--- config.mk ---
export PLATFORM = sky130hd
export DESIGN_NAME = link_health_escalation_fsm_flat
export DESIGN_NICKNAME = d
export VERILOG_FILES = /design/src/hw/rtl/lhe_pkg.sv /design/src/hw/rtl/lhe_if.sv /design/src/hw/rtl/link_health_escalation_fsm.sv /design/src/flat_wrapper.sv
export SDC_FILE = /design/constraint.sdc
export NUM_CORES = 1
export LEC_CHECK = 0
export ABC_AREA = 0
export BUFFER_PORTS_ARGS = -buffer_cell sky130_fd_sc_hd__buf_4
export CAP_MARGIN = 10
export CORE_MARGIN = 4
export CORE_UTILIZATION = 60
export CTS_CLUSTER_SIZE = 8
export DETAILED_ROUTE_END_ITERATION = 6
export GPL_ROUTABILITY_DRIVEN = 0
export HOLD_SLACK_MARGIN = 0.02
export PLACE_DENSITY = 0.78
export SETUP_SLACK_MARGIN = 0.2
export SLEW_MARGIN = 20
export SYNTH_ARGS = -nofsm -noshare
export SYNTH_HDL_FRONTEND = slang
export SYNTH_SLANG_ARGS = --single-unit
--- constraint.sdc ---
create_clock -name clk -period 14.85 [get_ports clk]
set_clock_uncertainty 0.1 [all_clocks]
set_input_delay 2.97 -clock clk [delete_from_list [all_inputs] [get_ports clk]]
set_output_delay 2.97 -clock clk [all_outputs]
set_load 0.02 [all_outputs]
--- src/hw/rtl/lhe_pkg.sv ---
// Shared types, codes and reset values for the link health escalation block.
// No dependencies; compile first.
`default_nettype none

package lhe_pkg;

  localparam int NOW_W  = 32;
  localparam int CNT_W  = 8;
  localparam int TIME_W = 16;
  localparam int CFG_IDX_W = 3;
  localparam int CFG_DATA_W = 16;

  typedef logic [CFG_IDX_W-1:0]  cfg_idx_t;
  typedef logic [CFG_DATA_W-1:0] cfg_data_t;
  typedef logic [1:0]            hcode_t;

  // register indexes
  localparam cfg_idx_t REG_HEALTHY_IVL = 3'd0;
  localparam cfg_idx_t REG_SUSPECT_IVL = 3'd1;
  localparam cfg_idx_t REG_FAIL_THR    = 3'd2;
  localparam cfg_idx_t REG_DEG_TMO     = 3'd3;
  localparam cfg_idx_t REG_KICK_SETTLE = 3'd4;
  localparam cfg_idx_t REG_KICKED_TMO  = 3'd5;

  // reset values
  localparam logic [TIME_W-1:0] RST_HEALTHY_IVL = 16'd30;
  localparam logic [TIME_W-1:0] RST_SUSPECT_IVL = 16'd10;
  localparam logic [CNT_W-1:0]  RST_FAIL_THR    = 8'd2;
  localparam logic [TIME_W-1:0] RST_DEG_TMO     = 16'd60;
  localparam logic [TIME_W-1:0] RST_KICK_SETTLE = 16'd15;
  localparam logic [TIME_W-1:0] RST_KICKED_TMO  = 16'd60;
  // last probe at -20 s so the first probe lands at 10 s
  localparam logic [NOW_W-1:0]  RST_LAST_PROBE  = 32'hFFFF_FFEC;
  localparam logic [CNT_W-1:0]  FAIL_MAX        = 8'hFF;

  // external health_state codes
  localparam hcode_t HS_HEALTHY  = 2'd0;
  localparam hcode_t HS_DEGRADED = 2'd1;
  localparam hcode_t HS_KICKED   = 2'd2;
  localparam hcode_t HS_DEAD     = 2'd3;

  typedef enum logic [3:0] {
    ST_HEALTHY  = 4'b0001,
    ST_DEGRADED = 4'b0010,
    ST_KICKED   = 4'b0100,
    ST_DEAD     = 4'b1000
  } state_t;

  function automatic hcode_t state_code(input state_t st);
    hcode_t c;
    case (st)
      ST_HEALTHY:  c = HS_HEALTHY;
      ST_DEGRADED: c = HS_DEGRADED;
      ST_KICKED:   c = HS_KICKED;
      ST_DEAD:     c = HS_DEAD;
      default:     c = HS_HEALTHY;
    endcase
    return c;
  endfunction

endpackage

`default_nettype wire

--- src/hw/rtl/lhe_if.sv ---
// Valid/ready channel interfaces for ticks and results.
// Depends on lhe_pkg for field widths.
`default_nettype none

interface lhe_in_if;
  logic                      valid;
  logic                      ready;
  logic [lhe_pkg::NOW_W-1:0] now_seconds;
  logic                      probe_ok;

  modport source (output valid, output now_seconds, output probe_ok, input ready);
  modport sink   (input valid, input now_seconds, input probe_ok, output ready);
endinterface

interface lhe_out_if;
  logic                      valid;
  logic                      ready;
  logic                      probe_taken;
  logic                      kick_request;
  logic [1:0]                health_state;
  logic [lhe_pkg::CNT_W-1:0] failure_count;

  modport source (output valid, output probe_taken, output kick_request,
                  output health_state, output failure_count, input ready);
  modport sink   (input valid, input probe_taken, input kick_request,
                  input health_state, input failure_count, output ready);
endinterface

`default_nettype wire

--- src/hw/rtl/link_health_escalation_fsm.sv ---
// Link health watchdog: healthy / degraded / kicked / dead escalation.
// A tick passes through the input register and then the result register.
// Takes one tick per cycle while the result channel is not stalled; the state
// registers update once per tick as it moves into the result register.
// Reset (rst_n, synchronous): config to defaults, state healthy, no failures.
// Depends on lhe_pkg and lhe_if.
`default_nettype none

module link_health_escalation_fsm (
  input  wire                  clk,
  input  wire                  rst_n,
  input  wire                  cfg_we,
  input  lhe_pkg::cfg_idx_t    cfg_index,
  input  lhe_pkg::cfg_data_t   cfg_wdata,
  lhe_in_if.sink               in_ch,
  lhe_out_if.source            out_ch
);
  import lhe_pkg::*;

  // configuration
  logic [TIME_W-1:0] healthy_ivl_r, suspect_ivl_r, deg_tmo_r, settle_r, kicked_tmo_r;
  logic [CNT_W-1:0]  fail_thr_r;

  always_ff @(posedge clk) begin
    if (!rst_n) begin
      healthy_ivl_r <= RST_HEALTHY_IVL;
      suspect_ivl_r <= RST_SUSPECT_IVL;
      fail_thr_r    <= RST_FAIL_THR;
      deg_tmo_r     <= RST_DEG_TMO;
      settle_r      <= RST_KICK_SETTLE;
      kicked_tmo_r  <= RST_KICKED_TMO;
    end else if (cfg_we) begin
      case (cfg_index)
        REG_HEALTHY_IVL: healthy_ivl_r <= cfg_wdata;
        REG_SUSPECT_IVL: suspect_ivl_r <= cfg_wdata;
        REG_FAIL_THR:    fail_thr_r    <= cfg_wdata[CNT_W-1:0];
        REG_DEG_TMO:     deg_tmo_r     <= cfg_wdata;
        REG_KICK_SETTLE: settle_r      <= cfg_wdata;
        REG_KICKED_TMO:  kicked_tmo_r  <= cfg_wdata;
        default: ;
      endcase
    end
  end

  // pipeline control
  logic             s1_valid_r;
  logic [NOW_W-1:0] s1_now_r;
  logic             s1_ok_r;
  logic             out_valid_r;
  logic             s1_adv;
  logic             in_take;

  assign s1_adv      = s1_valid_r && (!out_valid_r || out_ch.ready);
  assign in_ch.ready = !s1_valid_r || s1_adv;
  assign in_take     = in_ch.valid && in_ch.ready;

  always_ff @(posedge clk) begin
    if (!rst_n) begin
      s1_valid_r <= 1'b0;
    end else if (in_take) begin
      s1_valid_r <= 1'b1;
    end else if (s1_adv) begin
      s1_valid_r <= 1'b0;
    end
  end

  always_ff @(posedge clk) begin
    if (in_take) begin
      s1_now_r <= in_ch.now_seconds;
      s1_ok_r  <= in_ch.probe_ok;
    end
  end

  // escalation state
  state_t           state_r, state_mid, state_nxt;
  logic [NOW_W-1:0] entered_r, entered_nxt;
  logic [NOW_W-1:0] last_probe_r, last_probe_nxt;
  logic [CNT_W-1:0] fail_r, fail_nxt;
  logic [NOW_W-1:0] dwell, dwell_mid, since;
  logic [TIME_W-1:0] interval;
  logic             probe, kick;

  always_comb begin
    dwell    = s1_now_r - entered_r;
    since    = s1_now_r - last_probe_r;
    interval = (fail_r != '0) ? suspect_ivl_r : healthy_ivl_r;

    case (state_r)
      ST_HEALTHY, ST_DEGRADED: probe = since >= {{(NOW_W-TIME_W){1'b0}}, interval};
      ST_KICKED: probe = (dwell >= {{(NOW_W-TIME_W){1'b0}}, settle_r}) &&
                         (since >= {{(NOW_W-TIME_W){1'b0}}, suspect_ivl_r});
      default:   probe = 1'b0;
    endcase

    state_mid      = state_r;
    fail_nxt       = fail_r;
    last_probe_nxt = last_probe_r;
    if (probe) begin
      last_probe_nxt = s1_now_r;
      if (s1_ok_r) begin
        fail_nxt  = '0;
        state_mid = ST_HEALTHY;
      end else begin
        fail_nxt = (fail_r == FAIL_MAX) ? fail_r : fail_r + 1'b1;
        if (state_r == ST_HEALTHY && fail_nxt >= fail_thr_r) state_mid = ST_DEGRADED;
      end
    end

    // a state entered by the probe has zero dwell
    dwell_mid = (state_mid != state_r) ? '0 : dwell;

    state_nxt = state_mid;
    kick      = 1'b0;
    case (state_mid)
      ST_DEGRADED: begin
        if (dwell_mid >= {{(NOW_W-TIME_W){1'b0}}, deg_tmo_r}) begin
          kick      = 1'b1;
          state_nxt = ST_KICKED;
        end
      end
      ST_KICKED: begin
        if (dwell_mid >= {{(NOW_W-TIME_W){1'b0}}, kicked_tmo_r}) state_nxt = ST_DEAD;
      end
      default: ;
    endcase

    entered_nxt = (state_nxt != state_r) ? s1_now_r : entered_r;
  end

  always_ff @(posedge clk) begin
    if (!rst_n) begin
      state_r      <= ST_HEALTHY;
      entered_r    <= '0;
      last_probe_r <= RST_LAST_PROBE;
      fail_r       <= '0;
    end else if (s1_adv) begin
      state_r      <= state_nxt;
      entered_r    <= entered_nxt;
      last_probe_r <= last_probe_nxt;
      fail_r       <= fail_nxt;
    end
  end

  // result register
  logic             res_probe_r, res_kick_r;
  hcode_t           res_state_r;
  logic [CNT_W-1:0] res_fail_r;

  always_ff @(posedge clk) begin
    if (!rst_n) begin
      out_valid_r <= 1'b0;
    end else if (s1_adv) begin
      out_valid_r <= 1'b1;
    end else if (out_ch.ready) begin
      out_valid_r <= 1'b0;
    end
  end

  always_ff @(posedge clk) begin
    if (s1_adv) begin
      res_probe_r <= probe;
      res_kick_r  <= kick;
      res_state_r <= state_code(state_nxt);
      res_fail_r  <= fail_nxt;
    end
  end

  assign out_ch.valid         = out_valid_r;
  assign out_ch.probe_taken   = res_probe_r;
  assign out_ch.kick_request  = res_kick_r;
  assign out_ch.health_state  = res_state_r;
  assign out_ch.failure_count = res_fail_r;

endmodule

`default_nettype wire

--- src/flat_wrapper.sv ---
// flat-port wrapper written by rule: the top's interface ports become plain ports
module link_health_escalation_fsm_flat import lhe_pkg::*;
  (clk, rst_n, cfg_we, cfg_index, cfg_wdata, in_ch_valid, in_ch_now_seconds, in_ch_probe_ok, in_ch_ready, out_ch_valid, out_ch_probe_taken, out_ch_kick_request, out_ch_health_state, out_ch_failure_count, out_ch_ready);
  lhe_in_if in_ch_i ();
  lhe_out_if out_ch_i ();
  input  wire clk;
  input  wire rst_n;
  input  wire cfg_we;
  input  lhe_pkg::cfg_idx_t cfg_index;
  input  lhe_pkg::cfg_data_t cfg_wdata;
  input wire logic [$bits(in_ch_i.valid)-1:0] in_ch_valid;
  input wire logic [$bits(in_ch_i.now_seconds)-1:0] in_ch_now_seconds;
  input wire logic [$bits(in_ch_i.probe_ok)-1:0] in_ch_probe_ok;
  output wire logic [$bits(in_ch_i.ready)-1:0] in_ch_ready;
  output wire logic [$bits(out_ch_i.valid)-1:0] out_ch_valid;
  output wire logic [$bits(out_ch_i.probe_taken)-1:0] out_ch_probe_taken;
  output wire logic [$bits(out_ch_i.kick_request)-1:0] out_ch_kick_request;
  output wire logic [$bits(out_ch_i.health_state)-1:0] out_ch_health_state;
  output wire logic [$bits(out_ch_i.failure_count)-1:0] out_ch_failure_count;
  input wire logic [$bits(out_ch_i.ready)-1:0] out_ch_ready;
  assign in_ch_i.valid = in_ch_valid;
  assign in_ch_i.now_seconds = in_ch_now_seconds;
  assign in_ch_i.probe_ok = in_ch_probe_ok;
  assign in_ch_ready = in_ch_i.ready;
  assign out_ch_valid = out_ch_i.valid;
  assign out_ch_probe_taken = out_ch_i.probe_taken;
  assign out_ch_kick_request = out_ch_i.kick_request;
  assign out_ch_health_state = out_ch_i.health_state;
  assign out_ch_failure_count = out_ch_i.failure_count;
  assign out_ch_i.ready = out_ch_ready;
  link_health_escalation_fsm u_core (.clk(clk), .rst_n(rst_n), .cfg_we(cfg_we), .cfg_index(cfg_index), .cfg_wdata(cfg_wdata), .in_ch(in_ch_i), .out_ch(out_ch_i));
endmodule
# Word level (Yosys, flattened, before mapping)

Index checks and enable logic that the tools add are counted.

$add $sub $neg: 3
Magnitude comparators: 6
Equality and inequality tests: 16
Muxes and demuxes: 18
Reductions and logical operators: 21

Operator list:

| cell                                                             | number |
|---|---|
| 32-bit by 16-bit greater-or-equal comparator with 1-bit output   | 5 |
| 32-bit subtractor                                                | 2 |
| 32-bit two-way mux                                               | 1 |
| 8-bit two-way mux                                                | 3 |
| 4-bit two-way mux                                                | 5 |
| 16-bit two-way mux                                               | 1 |
| 2-bit AND reduction                                              | 8 |
| 4-bit by 2-bit == test with 1-bit output (second input constant) | 3 |
| 4-bit by 3-bit == test with 1-bit output (second input constant) | 3 |
| 8-bit by 1-bit adder with 8-bit output (second input constant)   | 1 |
| 8-bit == test (second input constant)                            | 1 |
| 8-bit greater-or-equal comparator                                | 1 |
| 4-bit inequality test                                            | 2 |
| 4-bit case mux with 2 select lines                               | 1 |
| 8-bit nonzero test                                               | 1 |
| 3-bit by 2-bit == test with 1-bit output (second input constant) | 2 |
| 3-bit == test (second input constant)                            | 2 |
| 2-bit case mux with 3 select lines                               | 1 |
| 1-bit two-way mux                                                | 5 |
| 4-bit by 1-bit == test with 1-bit output (second input constant) | 1 |
| 4-bit == test (second input constant)                            | 1 |
| 1-bit logical AND                                                | 4 |
| 2-bit nonzero test                                               | 2 |
| 3-bit by 1-bit == test with 1-bit output (second input constant) | 1 |
| other kinds (5)                                                  | 7 |

Register bits after elaboration: 211
Input port bits: 57
Output and inout bits: 14

# Logic depth before layout (Yosys ltp)

Gate-level depths: netlist of run 1.

Depth after elaboration: 14
Depth in mapped cells: 31
Mapped depth without buffers: 29

# Worst setup path before layout of run 1

No wires, ideal clock.

Kind: input-to-output
Start: input out_ch_ready
End: output in_ch_ready
Arrival: 3.323 ns
Setup slack: 8.457 ns
Stages: 2
Cells stage by stage: nor2b_1 > nand2_1

Word-level cells in the longest chain between the ends: 3

Ends and longest elaborated chain:

| element           | RTL line                         | RTL |
|---|---|---|
| start, declared   | flat_wrapper.sv:20               | `input wire logic [$bits(out_ch_i.ready)-1:0] out_ch_ready;` |
| 1-bit logical OR  | link_health_escalation_fsm.sv:53 | `assign s1_adv = s1_valid_r && (!out_valid_r \|\| out_ch.ready);` |
| 1-bit logical AND | link_health_escalation_fsm.sv:53 |  |
| 1-bit logical OR  | link_health_escalation_fsm.sv:54 | `assign in_ch.ready = !s1_valid_r \|\| s1_adv;` |
| end, declared     | flat_wrapper.sv:14               | `output wire logic [$bits(in_ch_i.ready)-1:0] in_ch_ready;` |

No other way between the ends.

# Worst setup path after layout of run 1

Start: register u_core.s1_now_r[0]
End: register u_core.entered_r[18]

Word-level cells in the longest chain between the ends: 12
Elaborated cells on any way between the ends: 19
Classes of those cells: add/sub (2); order compare (5); eq/ne (4); mux (6); reduce/logical (2)

Ends and longest elaborated chain:

| element                                                                                  | RTL line                                                             | RTL |
|---|---|---|
| start, declared                                                                          | link_health_escalation_fsm.sv:47                                     | `logic [NOW_W-1:0] s1_now_r;` |
| start signal, assigned                                                                   | link_health_escalation_fsm.sv:69                                     | `s1_now_r <= in_ch.now_seconds;` |
| 32-bit subtractor, on equally long branches                                              | link_health_escalation_fsm.sv:84, link_health_escalation_fsm.sv:85   |  |
| 32-bit by 16-bit greater-or-equal comparator with 1-bit output, on equally long branches | link_health_escalation_fsm.sv:90, link_health_escalation_fsm.sv:91   |  |
| 1-bit logical AND                                                                        | link_health_escalation_fsm.sv:90                                     | `ST_KICKED: probe = (dwell >= {{(NOW_W-TIME_W){1'b0}}, settle_r}) &&` |
| 1-bit case mux with 2 select lines                                                       | link_health_escalation_fsm.sv:88                                     | `case (state_r)` |
| 4-bit two-way mux                                                                        | link_health_escalation_fsm.sv:98                                     | `if (probe) begin` |
| 4-bit inequality test                                                                    | link_health_escalation_fsm.sv:110                                    | `dwell_mid = (state_mid != state_r) ? '0 : dwell;` |
| 32-bit two-way mux                                                                       | link_health_escalation_fsm.sv:110                                    |  |
| 32-bit by 16-bit greater-or-equal comparator with 1-bit output, on equally long branches | link_health_escalation_fsm.sv:122, link_health_escalation_fsm.sv:116 |  |
| 4-bit two-way mux, on equally long branches                                              | link_health_escalation_fsm.sv:122, link_health_escalation_fsm.sv:116 |  |
| 4-bit case mux with 2 select lines (*)                                                   | link_health_escalation_fsm.sv:114                                    | `case (state_mid)` |
| 4-bit inequality test (*)                                                                | link_health_escalation_fsm.sv:127                                    | `entered_nxt = (state_nxt != state_r) ? s1_now_r : entered_r;` |
| 2-bit AND reduction (no source line) (*)                                                 | -                                                                    |  |
| end signal, assigned                                                                     | link_health_escalation_fsm.sv:138                                    | `entered_r <= entered_nxt;` |
| end, declared                                                                            | link_health_escalation_fsm.sv:76                                     | `logic [NOW_W-1:0] entered_r, entered_nxt;` |

Mark *: on every way between the ends. The rest lies on a longest branch, timed or not.
A chain may end at the register's enable or synchronous reset.

==> impl_results.md, run 1 <==
- PwrDens: 100.6 nW/um2
- Multi-input logic area: 8961 um2
- Asr flop ratio synth: 0%
- Worst EP required: 15.21 ns
- Startpoint Class: flop
- Commonest non-fill, non-tap cell in the layout: nand2_1
- Status: completed
- Core Rows: 56
- CP max FO: 32
- I/O Buffers: 70
- Post-synth EDFFs: 45
- Die X: 163.4 um
- Dpl hpwl: 27750 um
- Clk root buf: clkbuf_16
- CTS Buf Count: 30
- Fin util: 67.81%
- Crit. End Element: flop
- Largest net degree at the start of global routing: 117
- Reg2reg start: u_core.s1_now_r[0]
- Worst Setup SP: u_core.s1_now_r[0]
- Crit share post-route: 50.59%
- Avg Inst Size Synth: 8.251 um2
- FF-to-FF End: u_core.entered_r[18]
- Synth warn: 0
- Die area: 26710 um2
- Resized cells post-CTS: 0
- Static Leakage: 0.006449 uW
- IO Pins: 71
- CP peak stage delay: 0.68 ns
- Fin cells: 2129
- Antenna Diode Count: 0
- # fillers: 1914
- XOR/XNOR Fraction of Synth Area: 3.081%
- Tightest Hold Check Type: flop to flop
- Clock Tree Buf Depth: 3
- Number of global-route vias before repair: 12340
- Largest family of logic cells by synthesized area: compound AO/OA/AOI/OAI gates
- Hold Crit Start: u_core.entered_r[11]
- Vias: 12690
- Min cycle time layout: 7.512 ns
- Clock Latency Late Sink: 0.56 ns
- Total power draw: 1611 uW
- Via density: 5.961
- GRT Residual Overflow: 0
- Drt wl/cell: 17.60 um
- Core area: 23610 um2
- First-pass detailed-route iteration total: 5
- Worst relative slew slack: 29.24%
- DRC viols: 0
- Crit path DAT: 7.87 ns
- Top cell type's share of synthesized area: 22.92%
- CTS Hold Bufs: 0
- Die height: 163.4 um
- NumNets Final: 2004
- Delay-heaviest family, CP: compound AO/OA/AOI/OAI gates
- RSZ-0062 raised after global routing: false
- Mux cell area share after synthesis: 4.298%
- Crit path max-delay cell type: a221oi_1
- Final WL: 37480 um
- Synthesized Nets: 1966
- Setup crit end: u_core.entered_r[18]
- Flop-to-flop setup slack: 7.34 ns
- Htree depth: 1
- CP Class: flop to flop
- Complex-gate fraction of the synthesized area: 21.47%
- Total Routing Usage GR: 27.87%
- Synth cell types: 82
- Largest cells by area after synthesis: dfxtp_1, ha_1, nand2_1, edfxtp_1, a21boi_0
- First-pass GRT wire length: 60800 um
- Peak VDD IR: 0.09353 mV
- Final instance area: 16010 um2
- Simple-gate share of the synthesized area: 19.57%
- TNS Setup: 0 ns
- Cells after synthesis: 1757
- Worst r2r path cells: 29
- Post-CTS setup buffers: 0
- Post-synthesis adder-cell area fraction: 13.22%
- Slew Viols, Final: 0
- Iter 0 DRT Violations: 1021
- Register area: 4674 um2
- Clock sink count: 211
- Final hold vios: 0
- Number of instances in the placed design: 2082
- Synthesized area: 14500 um2
- Yosys top cell by area: dfxtp_1
- Layout cell share with drive strength beyond 1: 8.729%
- Worst slew pin tran: 1.061 ns
- FF+latch count, synth: 211
- Part of the Yosys area used for sequential elements: 32.25%
- Number of max-cap violations: 0
- Routed Antenna Nets: 0
- Most frequent cells in the layout: nand2_1, dfxtp_1, ha_1, inv_1, a21oi_1
- CP Buf/Inv Count: 3
- Initial antenna violation count: 1
- Prevailing post-synth register cell: dfxtp_1
- Clock tree from TritonCTS: yes
- Placed Area: 15160 um2
- Critical path depth: 29
- Clk pin slew, worst setup/hold paths: 0.05 ns
- Initial Util: 61.39%
- Endpoints failing setup: 0
- Fmax: 0.1331 GHz
- Synth-to-Final Area Change: 10.46%
through the flow:
stage | setup WS (ns) | hold WS [ns]
after floorplan | 8.457 | 0.3347
after global placement | 7.753 | 0.3414
after detailed placement | 7.440 | 0.3480
after CTS | 7.381 | 0.3577
after global routing | 6.850 | 0.3654
final | 7.338 | 0.3543
how the worst min path moves through the flow:
stage,endpoint,slack (ns),depth (start not counted)
CTS,u_core.entered_r[11],0.36,2
global placement,u_core.entered_r[2],0.34,2
floorplan,u_core.entered_r[10],0.33,2
finish,u_core.entered_r[11],0.35,2
detailed placement,u_core.entered_r[11],0.35,2
global route,u_core.entered_r[29],0.37,2
tightest hold or removal path, delay by kind of cell, from the launching register on:
family,cells,cell delay [ns]
AND/OR/NAND/NOR,1,0.05
multiplexers,1,0.05
flip-flops,1,0.30
where the power goes:
group          internal (uW)  switching [uW]  total, uW
logic                    150             218        369
registers                609            17.1        626
clock network            372             245        617
total                   1130             480       1610
synth_stat cells (15+ instances only):
| cell | count |
|---|---|
| nand4_1 | 33 |
| dfxtp_1 | 166 |
| nor2b_1 | 33 |
| edfxtp_1 | 45 |
| nand2b_1 | 15 |
| xnor2_1 | 34 |
| o211ai_1 | 50 |
| a21o_1 | 49 |
| inv_1 | 148 |
| mux2i_1 | 51 |
| ha_1 | 150 |
| a21oi_1 | 88 |
| nor2_1 | 62 |
| a21boi_0 | 83 |
| xor2_1 | 17 |
| nand2_1 | 365 |
| clkbuf_1 | 55 |
| nor3_1 | 22 |
| o21ai_0 | 53 |
| nand3_1 | 33 |
routing by layer:
| metal | vias to the layer above | global-route usage [%] | share of wire, % |
|---|---|---|---|
| met2 | 403 | 46.83 | 47 |
| met3 | 98 | 4.189 | 6.5 |
| met4 | 2 | 10.33 | 3.5 |
| met5 | - | 0 | 0.035 |
| li1 | 6262 | - | - |
| met1 | 5925 | 36.49 | 43 |
final cells by class:
class,count,share of cell area (%)
clock inverter,1,0.1016
clock buffer,46,5.126
multi-input combinational,1326,55.96
sequential,211,29.19
timing repair buffer,78,3.657
inverter,148,3.469
tap,319,2.493
kinds of logic (layout without fill, tap and decap cells):
group	Yosys count	count (layout)
simple gates	622	622
compound gates	440	440
buf+inv	220	273
flops	211	211
fa+ha+maj	152	152
mux	61	61
xor+xnor	51	51
sequential cells by signal, summed over array words and instances (netlist names), 2 cells and up:
register / count
u_core.last_probe_r: 32
u_core.fail_r: 8
u_core.healthy_ivl_r: 16
u_core.s1_now_r: 32
u_core.deg_tmo_r: 16
u_core.settle_r: 16
u_core.out_ch.health_state: 2
u_core.state_r: 4
u_core.fail_thr_r: 8
u_core.kicked_tmo_r: 16
u_core.out_ch.failure_count: 8
u_core.suspect_ivl_r: 16
u_core.entered_r: 32
Power figures use the tool's default switching activity.
==> run 2, diff against run 1 <==
--- a/config.mk
+++ b/config.mk
@@ -5,7 +5,7 @@
 export SDC_FILE = /design/constraint.sdc
 export NUM_CORES = 1
 export LEC_CHECK = 0
-export ABC_AREA = 0
+export ABC_AREA = 1
 export BUFFER_PORTS_ARGS = -buffer_cell sky130_fd_sc_hd__buf_4
 export CAP_MARGIN = 10
 export CORE_MARGIN = 4
==> constraint.sdc (replaced) <==
create_clock -name clk -period 7.6 [get_ports clk]
set_clock_uncertainty 0.1 [all_clocks]
set_input_delay 1.52 -clock clk [delete_from_list [all_inputs] [get_ports clk]]
set_output_delay 1.52 -clock clk [all_outputs]
set_load 0.02 [all_outputs]
==> impl_results.md, run 2 <==
- Status: completed
- Min cycle time layout: 6.973 ns
- Vias: 14790
- Worst relative slew slack: 37.19%
- Most common cell on crit path: nand2_1
- Core Rows: 58
- PwrDens: 217.6 nW/um2
- Antenna Diode Count: 0
- Iter 0 DRT Violations: 1351
- Synth-to-Final Area Change: 10.44%
- Die X: 168.0 um
- Clk root buf: clkbuf_16
- CP Class: flop to flop
- Final WL: 42000 um
- GRT Residual Overflow: 0
- Yosys top cell by area: dfxtp_1
- Clock Latency Late Sink: 0.57 ns
- Drt wl/cell: 15.13 um
- Gate power share: 32.4%
- Crit path max-delay cell type: fa_1
- Via density: 5.328
- Htree depth: 1
- Pint: 2379 uW
- Crit path DAT: 7.30 ns
- Fin util: 67.40%
- IO Pins: 71
- Hold path depth: 2
- Sequential group share of total power: 34.1%
- Synth cell types: 41
- Clock group share of total power: 33.5%
- Peak VDD IR: 0.2353 mV
- NumNets Final: 2640
- Initial antenna violation count: 0
- CP max FO: 32
- Slew Viols, Final: 0
- FF+latch count, synth: 211
- Worst slew pin tran: 0.9421 ns
- Met1 Resource Use GR: 34.71%
- Largest cells by area after synthesis: dfxtp_1, nand2_1, ha_1, inv_1, edfxtp_1
- Hold Crit Start: u_core.settle_r[8]
- Prevailing post-synth register cell: dfxtp_1
- Met3 usage: 3.545%
- Top cell type's share of synthesized area: 21.62%
- Switching share of power: 35.58%
- Endpoints failing setup: 0
- Cells after synthesis: 2377
- Dpl hpwl: 32610 um
- Reg2reg start: u_core.s1_now_r[0]
- Regs by FF count: u_core.entered_r x32, u_core.last_probe_r x32, u_core.s1_now_r x32
- CTS Buf Count: 30
- Grt peak-use layer: met2
- Flop-to-flop setup slack: 0.63 ns
- Core area: 25180 um2
- Commonest non-fill, non-tap cell in the layout: nand2_1
- Grt met2 use: 51.10%
- Crit share post-route: 91.75%
- Crit. End Element: flop
- Synth warn: 0
- Total Routing Usage GR: 28.64%
- Most frequent cells in the layout: nand2_1, inv_1, nor2_1, a21oi_1, dfxtp_1
- Clock Tree Buf Depth: 3
- Initial Util: 61.03%
- TNS Setup: 0 ns
- Post-synth EDFFs: 45
- Number of max-cap violations: 0
- Layout cell share with drive strength beyond 1: 6.419%
- Number of global-route vias before repair: 13790
- CP peak stage delay: 0.49 ns
- Clock sink count: 211
- First-pass GRT wire length: 67070 um
- Die height: 168.0 um
- RSZ-0062 raised after global routing: true
- Startpoint Class: flop
- Routed Antenna Nets: 0
- Clock tree from TritonCTS: yes
- Clk pin slew, worst setup/hold paths: 0.05 ns
- Final hold vios: 0
- FF-to-FF End: u_core.entered_r[13]
- Worst r2r path cells: 36
- Synth cell count leaders: nand2_1, inv_1, nor2_1
- Synthesized Nets: 2586
- First-pass detailed-route iteration total: 6
- Avg Inst Size Synth: 6.465 um2
- Largest net degree at the start of global routing: 96
- Asr flop ratio synth: 0%
- Synthesized area: 15370 um2
- Total net switching power: 1314 uW
- Count leader, synth: nand2_1
- Tightest Hold Check Type: flop to flop
- Static Leakage: 0.009076 uW
- Worst EP required: 7.93 ns
- Die area: 28240 um2
- DRC viols: 0
- Part of the Yosys area used for sequential elements: 30.42%
- Fmax: 0.1434 GHz
- Post-CTS setup buffers: 0
- Worst Hold Path EP: u_core.settle_r[8]
- I/O Buffers: 70
run 2: cell count changes in the layout (fill, tap and decap cells not counted), moves of 14 or more:
cell,previous run,this run
nor2_1,60,217
nand3_1,33,118
nand2_1,365,659
a21oi_1,88,189
o21ai_0,53,105
mux2i_1,51,0
nor2b_1,33,0
nand2b_1,15,0
inv_2,0,14
inv_1,148,471
a21boi_0,83,0
xnor2_1,34,6
a21o_1,49,5
run 2: cell families (layout without fill, tap and decap cells):
group	after synthesis	in the layout	share of synthesized area (%)
fa+ha+maj	152	152	12.47
mux	1	1	0.07327
flops	211	211	30.42
xor+xnor	34	34	1.938
simple gates	1077	1078	28.68
buf+inv	542	610	13.61
compound gates	360	360	12.81
run 2: layer usage:
layer / wire (um) / part of all wire [%]
met5: 0 / 0
met4: 2031 / 4.8
met3: 2426 / 5.8
met2: 20030 / 48
met1: 17510 / 42
run 2: repair_timing:
| action | 4_1_cts | 5_1_grt |
|---|---|---|
| hold buffers | 0 | 0 |
| endpoints found under the setup margin | 0 | 32 |
| gates resized for setup | 0 | 1 |
run 2: layout make-up:
class	instances	area, um2
fill	2267	8209
tap	330	412.9
clock buffer	46	832.0
timing repair buffer	76	570.5
multi-input combinational	1625	8625
inverter	487	1828
sequential	211	4674
clock inverter	1	30.03
run 2: worst max-delay path by stage:
| stage | slack, ns | end | from |
|---|---|---|---|
| after global routing | 0.19 | u_core.entered_r[27] | u_core.s1_now_r[0] |
| after CTS | 0.65 | u_core.entered_r[13] | u_core.s1_now_r[0] |
| after detailed placement | 0.71 | u_core.entered_r[1] | u_core.s1_now_r[0] |
| final | 0.63 | u_core.entered_r[13] | u_core.s1_now_r[0] |
| after floorplan | 2.57 | u_core.out_ch.health_state[0] | u_core.s1_now_r[0] |
| after global placement | 1.05 | u_core.entered_r[21] | u_core.s1_now_r[0] |
run 2: critical path, delay by kind of cell, from the launching register on:
| family | cells | cell delay (ns) |
|---|---|---|
| xor gates and xnor gates | 1 | 0.34 |
| AOI/OAI and AO/OA | 7 | 1.34 |
| and+or+nand+nor | 20 | 3.01 |
| adders and majority gates | 4 | 1.25 |
| buffers and inverters | 4 | 0.40 |
| DFF | 1 | 0.36 |
run 2: per-stage QoR:
stage	cell area [um2]	hold WS (ns)	power [uW]	setup WS, ns	std cells
2_1_floorplan	15370	0.3292	2152	2.571	2377
3_3_place_gp	16090	0.3440	2401	1.047	2728
3_5_place_dp	16090	0.3547	2448	0.7075	2728
4_1_cts	16960	0.3637	3680	0.6537	2775
5_1_grt	16970	0.3820	3921	0.1927	2776
6_report	16970	0.3650	3693	0.6267	2776
run 2: power by group through the flow:
stage / sequential, uW / clock [uW] / combinational [uW]
final: 1260 / 1240 / 1200
after global routing: 1260 / 1300 / 1360
after CTS: 1260 / 1240 / 1180
after global placement: 1280 / 0 / 1120
after detailed placement: 1280 / 0 / 1170
after floorplan: 1270 / 0 / 884
